==> src/sv/stbs_pkg.sv <==
`timescale 1ns / 1ps
// Shared types and constants for the sorted-table binary search core.
// No dependencies; imported by every module of the block.
package stbs_pkg;

  localparam int KEY_CHARS = 11;
  localparam int KEY_W     = 4 * KEY_CHARS;
  localparam int IDX_W     = 10;
  localparam int CNT_W     = 11;
  localparam int POS_W     = 10;

  localparam logic KIND_LOAD   = 1'b0;
  localparam logic KIND_SEARCH = 1'b1;

  typedef struct packed {
    logic             kind;
    logic [IDX_W-1:0] entry_index;
    logic [KEY_W-1:0] key;
  } req_t;

  typedef struct packed {
    logic             found;
    logic [POS_W-1:0] position;
  } rsp_t;

  typedef enum logic [1:0] {
    ST_IDLE,
    ST_PROBE,
    ST_CMP,
    ST_REPORT
  } state_t;

  // Commands from the controller to the datapath.
  typedef struct packed {
    logic write_entry;
    logic load_bounds;
    logic probe;
    logic step;
    logic set_hit;
    logic set_miss;
  } cmd_t;

  // Status from the datapath to the controller.
  typedef struct packed {
    logic empty;
    logic hit;
  } sts_t;

endpackage

==> src/sv/stbs_ctrl.sv <==
`timescale 1ns / 1ps
// Sequencer: issues table writes, bound loads and probe and compare steps to the datapath.
// Depends on stbs_pkg.
module stbs_ctrl
  import stbs_pkg::*;
(
  input  logic clk,
  input  logic rst,
  input  logic start,
  input  logic kind,
  input  sts_t sts,
  output cmd_t cmd,
  output logic busy,
  output logic done
);

  state_t state;
  state_t state_next;

  always_ff @(posedge clk) begin
    if (rst) begin
      state <= ST_IDLE;
    end else begin
      state <= state_next;
    end
  end

  always_comb begin
    state_next = state;
    case (state)
      ST_IDLE: begin
        if (start && (kind == KIND_SEARCH)) begin
          state_next = ST_PROBE;
        end
      end
      ST_PROBE: begin
        state_next = sts.empty ? ST_REPORT : ST_CMP;
      end
      ST_CMP: begin
        state_next = sts.hit ? ST_REPORT : ST_PROBE;
      end
      ST_REPORT: begin
        state_next = ST_IDLE;
      end
      default: begin
        state_next = ST_IDLE;
      end
    endcase
  end

  always_comb begin
    cmd  = '0;
    busy = 1'b1;
    done = 1'b0;
    case (state)
      ST_IDLE: begin
        busy            = 1'b0;
        cmd.write_entry = start && (kind == KIND_LOAD);
        cmd.load_bounds = start && (kind == KIND_SEARCH);
      end
      ST_PROBE: begin
        cmd.set_miss = sts.empty;
        cmd.probe    = !sts.empty;
      end
      ST_CMP: begin
        cmd.set_hit = sts.hit;
        cmd.step    = !sts.hit;
      end
      ST_REPORT: begin
        done = 1'b1;
      end
      default: begin
        busy = 1'b1;
      end
    endcase
  end

endmodule

==> config.mk <==
export PLATFORM = sky130hd
export DESIGN_NAME = stbs_ctrl
export DESIGN_NICKNAME = d
export VERILOG_FILES = /design/src/sv/stbs_pkg.sv /design/src/sv/stbs_ctrl.sv
export SDC_FILE = /design/constraint.sdc
export NUM_CORES = 1
export LEC_CHECK = 0
export BUFFER_PORTS_ARGS = -buffer_cell sky130_fd_sc_hd__buf_4
export CAP_MARGIN = 10
export CORE_AREA = 3 3 40 42
export DETAILED_ROUTE_END_ITERATION = 7
export DIE_AREA = 0 0 43 45
export SLEW_MARGIN = 5
export SYNTH_ARGS = -nofsm -noshare
export SYNTH_HDL_FRONTEND = slang
export SYNTH_SLANG_ARGS = --single-unit
==> constraint.sdc <==
create_clock -name clk -period 0.8 [get_ports clk]
set_input_delay 0.08 -clock clk [delete_from_list [all_inputs] [get_ports clk]]
set_output_delay 0.08 -clock clk [all_outputs]
set_load 0.05 [all_outputs]
[Word-level counts from Yosys, hierarchy flattened]
Cells that the tools add are included.
Storage, ports and cells
  flip-flop bits (word level): 2
  bits of input ports: 6
  output and inout bits: 8
  logic and storage cells: 21
Cells by class
  equal/unequal tests: 4
  multiplexer cells: 10
  bitwise operators: 1
  reductions and logical operators: 5
Operators by type and width (count)
  2-to-1 mux 2 bit: 4
  one-hot mux 2 bit (4 select lines): 1
  2-to-1 mux 1 bit: 5
  equality test 2 bit (second input constant): 2
  equality test 2 x 1 -> 1 bit (second input constant): 1
  logical AND 1 bit: 2
  logical NOT 1 bit: 2
  logical NOT 2 bit: 1
  != test 2 bit (second input constant): 1
  inverter 1 bit: 1

[Longest topological paths before layout]
Gate-level depths: netlist (run 1).
  word-level depth: 3
  depth in mapped cells: 2
  depth with buffers taken out: 2

[Worst setup path after synthesis (run 1)]
OpenSTA, ideal clock, no wires.
  kind: reg-to-output
  from: register state[0]
  to: output port cmd[5] (netlist bit)
  arrival: 2.025 ns
  data required time: 0.720 ns
  slack: -1.305 ns
  cell stages (with the launch flop): 2
  buffers on the path: 0
  path through: dfxtp_1 nor4b_1
RTL lines
  from (decl): line stbs_ctrl.sv:17  | state_t state;
  from (signal assigned): line stbs_ctrl.sv:24  | state <= state_next;
  to (decl): line stbs_ctrl.sv:12  | output cmd_t cmd,

==> impl_results.md, run 1 <==
* Status: finished, violations left
* Failing checks: negative setup slack
* Fin cells at 54
* Worst IR Drop VDD at 629 uV
* Setup Skew at 8.61 ps
* Worst skew pair latency at 220 ps
* Max reg flops at 2
* Setup TNS at -2940 ps
* Placed insts at 48
* Top-level port count at 14
* Largest net degree at the start of global routing at 8
* Finish-stage setup viols at 10
* Initial core utilization at 10.7%
* Wire per inst at 9.00 um
* Post-place setup slack at -166 ps
* DRT antenna net count at 0
* Max Cap Viol at 0
* Clock Path Buffers at 2
* Total power at 0.731 mW
* Initial DRC Count at 0
* Site row count at 13
* Fillers at 140
* Initial antenna violation count at 0
* Worst hold slack at 16.2 ps
* Hold Fails Final Rpt at 0
* Max-slew violations at 0
* Fin nets at 46
* Total routed wirelength at 486 um
* Post-Layout Inst Area at 439 um^2
* Worst-path clk slew at 30 ps
* Period utilization at 146%
* Cells after Synth at 18
* Syn nets at 24
* Dpl hpwl at 395 um
* Layout cell share with drive strength beyond 1 at 87.2%
* Residual DRC at 0
* CP Capture Type: primary output
* Gr usage total at 5.48%
* TritonCTS clock tree: built
* First-pass GRT wire length at 765 um
* Die height at 45 um
* Setup slack after layout at -364 ps
* Pre-antenna DRT Iters at 1
* Largest registers: state: 2 flops
* Sequential area share after synthesis at 29.1%
* Layout overhead on the synthesized area at 219%
* Power Dens Cells at 1660 nW/um^2
* Vias in the first global route at 201
* Core ar. at 1280 um^2
* Hold buffer count at CTS at 0
* Crit start category: flip-flop
* GPL Wtd Cong at 0.629
* Synthesized area per cell at 7.65 um^2
* IO Port Bufs at 13
* Yosys reg bits at 2
* Warnings from Yosys at 0
* Synth Cell Area at 138 um^2
* Critical path class: reg2out
* Biggest register: state
* Sinks on Clock Net at 2
* Most frequent cells in the layout: buf_4, buf_6, nor2_4, clkbuf_4
* RSZ-0062 raised after global routing: true
* Min Tclk post-route at 1160 ps
* Max H-tree Level at 1
* CTS Buf Count at 3
* Antenna cells at 0
* Chip width at 43 um
* DIE AREA at 1940 um^2
* Critical Path RT at 720 ps
* Library cells used by synthesis at 12
* Post-Route Utilization at 34.2%
* Vias at 204
* R2R Setup Slk at -300 ps
* FMAX at 0.859 GHz
* Root buffer cell: clkbuf_4
* Via density at 3.78
* CP arrival at 1080 ps
* Pleak at 0.187 nW
* Worst Tran Pin Value at 209 ps
* Hold WC Path Type: in2reg
* Overflow after GRT at 0
* Max Fanout on Critical Path at 6
* Slew headroom at 86.0%
* Placed inst area at 335 um^2
## timing repair
item                                    CTS  global route
endpoints found under the setup margin   10            10
buffers inserted                          1             1
pin swaps                                 1             3
hold endpoints to repair                  0             0
resized for setup                        12             5
## final cells by class
cell class | instances | area [um^2] | area share, %
tap | 15 | 18.8 | 4.27
timing repair buffer | 17 | 181 | 41.3
clock buffer | 4 | 26.3 | 5.98
multi-input combinational | 13 | 150 | 34.2
sequential | 2 | 47.5 | 10.8
inverter | 3 | 15.0 | 3.42
## layer usage
| layer | global-route usage, % | up-vias | wire length [um] |
|---|---|---|---|
| li1 | - | 103 | - |
| met1 | 5.97 | 94 | 184 |
| met2 | 8.68 | 7 | 265 |
| met3 | 1.20 | 0 | 35 |
| met4 | 5.42 | 0 | 0 |
| met5 | 0 | - | 0 |
## worst max-delay path, stage by stage, from the launching register on
cell and delay (ps):
dfxtp_4 410, nand3b_1 190, clkinvlp_4 110, buf_6 150
## power breakdown
part	internal, mW	switching [mW]	leakage, nW
registers	0.112	0.0311	0.0178
clock network	0.185	0.0555	0.0150
logic	0.167	0.180	0.154
## kinds of logic (layout without fill, tap and decap cells)
logic type	Yosys count	count (layout)	synth area share [%]
and+or+nand+nor	11	11	48.2
AOI/OAI and AO/OA	2	2	14.5
buffers and inverters	3	24	8.18
DFF	2	2	29.1
## path summary, 6_finish.rpt
kind	startpoint	endpoint	depth (start not counted)
hold / removal	rst	state[0]	2
hold reg to reg	state[0]	state[0]	1
setup reg to reg	state[0]	state[1]	4
setup / recovery	state[0]	cmd[1]	3
## synthesized netlist by cell type
cell type / n / share of area (%)
nand3b_1: 1 / 5.5
dfxtp_1: 2 / 29
inv_1: 3 / 8.2
nand2_1: 1 / 2.7
and2_2: 1 / 5.5
a221oi_2: 1 / 11
nor3b_1: 1 / 5.5
nor2_1: 3 / 8.2
a21oi_1: 1 / 3.6
nor4b_1: 1 / 6.4
and3_2: 1 / 5.5
nand2b_1: 2 / 9.1
(Power assumes the default switching activity.)
==> run 2, diff against run 1 <==
- CTS_BUF_LIST: not set -> sky130_fd_sc_hd__clkbuf_8 sky130_fd_sc_hd__clkbuf_16
- REMOVE_ABC_BUFFERS: not set -> 1
==> run 2 against run 1 <==
  * Wire length shrank 1.4%
  * Hold slack improved by 20 ps
  * Highest routed layer unchanged
  * Power rose by 15%
  * The run still ends with negative setup slack left
==> impl_results.md, run 2 (synthesis results as in run 1) <==
* Post-Layout Inst Area at 417 um^2 (-5.1%)
* GR Layer Usage met3 at 3.59% (+2.4 points)
* Period utilization at 140% (-5.9 points)
* Finish-stage setup viols at 10 (unchanged)
* Fin nets at 45 (-2.2%)
* RSZ-0062 raised after global routing: true
* FMAX at 0.895 GHz (+4.3%)
* CP bufs+invs at 1 (-1)
* Vias in the first global route at 211 (+5.0%)
* CTS Buf Count at 3 (unchanged)
* Layout overhead on the synthesized area at 203%
* Layout cell share with drive strength beyond 1 at 83.8% (-3.4 points)
* Hold Path Stages at 2 (unchanged)
* Biggest register: state
* Antenna cells at 0 (unchanged)
* Placed insts at 49 (+2.1%)
* Initial antenna violation count at 0 (unchanged)
* Slowest cell on crit path: dfxtp_4
* Grt peak-use layer: met2
* R2R depth at 3 (-1)
* First-pass GRT wire length at 786 um (+2.7%)
* Hold buffer count at CTS at 0 (unchanged)
* IO Port Bufs at 13 (unchanged)
* Crit start category: flip-flop
* Leading cell type in the layout, fill and taps excluded: buf_4
* Setup slack after layout at -317 ps (+47.5 ps)
* Largest registers: state: 2 flops
* Fin cells at 52 (-3.7%)
* Max-slew violations at 0 (unchanged)
* GPL Wtd Cong at 0.582 (-7.5%)
* Status: finished, violations left
* Worst IR Drop VDD at 430 uV (-32%)
* R2R Setup Slk at -90 ps (+210 ps)
* Via density at 3.77 (-0.23%)
* Wire per inst at 9.21 um (+2.4%)
* Max reg flops at 2 (unchanged)
* TritonCTS clock tree: built
* CP delay by family, top: flip-flops
* Worst skew pair latency at 210 ps (about the same)
* Clock Path Buffers at 2 (unchanged)
* Post-place setup slack at -189 ps (-22.7 ps)
* Critical path class: reg2out
* Overflow after GRT at 0 (unchanged)
* Initial core utilization at 10.7% (unchanged)
* Chip width at 43 um (unchanged)
* Sinks on Clock Net at 2 (unchanged)
* Max H-tree Level at 1 (unchanged)
* DIE AREA at 1940 um^2 (unchanged)
* Largest net degree at the start of global routing at 8 (unchanged)
* Initial DRC Count at 2 (+2)
* Failing checks: negative setup slack
* Gr usage total at 5.91% (+0.43 points)
* Setup Skew at 1.61 ps (-7.00 ps)
* Slew headroom at 86.7% (+0.70 points)
* Root buffer cell: clkbuf_8
* Most frequent cells in the layout: buf_4, buf_6, nor2_4, inv_1, clkbuf_8
* Hold WC Path Type: in2reg
* Die height at 45 um (unchanged)
* Pre-antenna DRT Iters at 2 (+1)
* Residual DRC at 0 (unchanged)
* Site row count at 13 (unchanged)
* Hold Fails Final Rpt at 0 (unchanged)
* CP arrival at 1040 ps (-40 ps)
* Routing usage on met2 at 9.28% (+0.60 points)
* Worst Tran Pin Value at 198 ps (-10.4 ps)
* Power Dens Cells at 2020 nW/um^2 (+22%)
* DRT antenna net count at 0 (unchanged)
* Critical path cell sequence: nor4b_4 -> buf_6
* Setup TNS at -2250 ps (+695 ps)
* Placed inst area at 277 um^2 (-18%)
* Top-level port count at 14 (unchanged)
* Routing usage on met1 at 5.29% (-0.68 points)
* Max Cap Viol at 0 (unchanged)
* Worst path depth at 2 (-1)
* Core ar. at 1280 um^2 (unchanged)
* CP Capture Type: primary output
* Vias at 196 (-3.9%)
* Min Tclk post-route at 1120 ps (-47.5 ps)
* Largest stage delay, worst path at 360 ps (-50 ps)
* Critical Path RT at 720 ps (about the same)
* Total routed wirelength at 479 um (-1.4%)
* Pleak at 0.192 nW (+2.8%)
* Max Fanout on Critical Path at 7 (+1)
* Worst-path clk slew at 30 ps (about the same)
[run 2: final timing paths]
| kind | from | endpoint |
|---|---|---|
| min | rst | state[1] |
| min reg2reg | state[0] | state[1] |
| max | state[1] | cmd[5] |
| max reg2reg | state[0] | state[1] |
[run 2: layout make-up]
type	instances	area, um^2
Sequential cell	2	47.5
Timing Repair Buffer	16	154
Fill cell	144	868
Inverter	3	11.3
Tap cell	15	18.8
Clock buffer	3	41.3
Multi-Input combinational cell	13	144
[run 2: power breakdown]
| group | switching (mW) | total, mW | leakage (nW) | internal [mW] |
|---|---|---|---|---|
| Combinational | 0.171 | 0.313 | 0.153 | 0.142 |
| Sequential | 0.0288 | 0.141 | 0.0178 | 0.112 |
| Clock | 0.0711 | 0.388 | 0.0216 | 0.317 |
[run 2: worst reg2reg max path: stages (launching register included)]
cell	delay, ps
dfxtp_4	370
nand3b_1	180
buf_4	150
a21oi_2	120
[run 2: per-stage QoR]
stage	hold WS [ps]	power (mW)	utilization, %
2_1_floorplan	146	0.276	-
3_3_place_gp	252	0.374	21.5
3_5_place_dp	251	0.376	21.5
4_1_cts	23.3	0.814	28.2
5_1_grt	35.0	0.886	32.4
6_report	36.6	0.843	32.4
[run 2: what timing repair did]
item / in CTS / in global routing
gates resized for setup: 11 / 14
setup buffers: 1 / 1
hold endpoints to repair: 0 / 0
pin swaps: 2 / 6
setup endpoints to repair: 10 / 10
[run 2: routing by layer]
layer	vias to the layer above	wire length, um
li1	99	-
met1	92	155
met2	5	284
met3	0	39
met4	0	0
met5	-	0
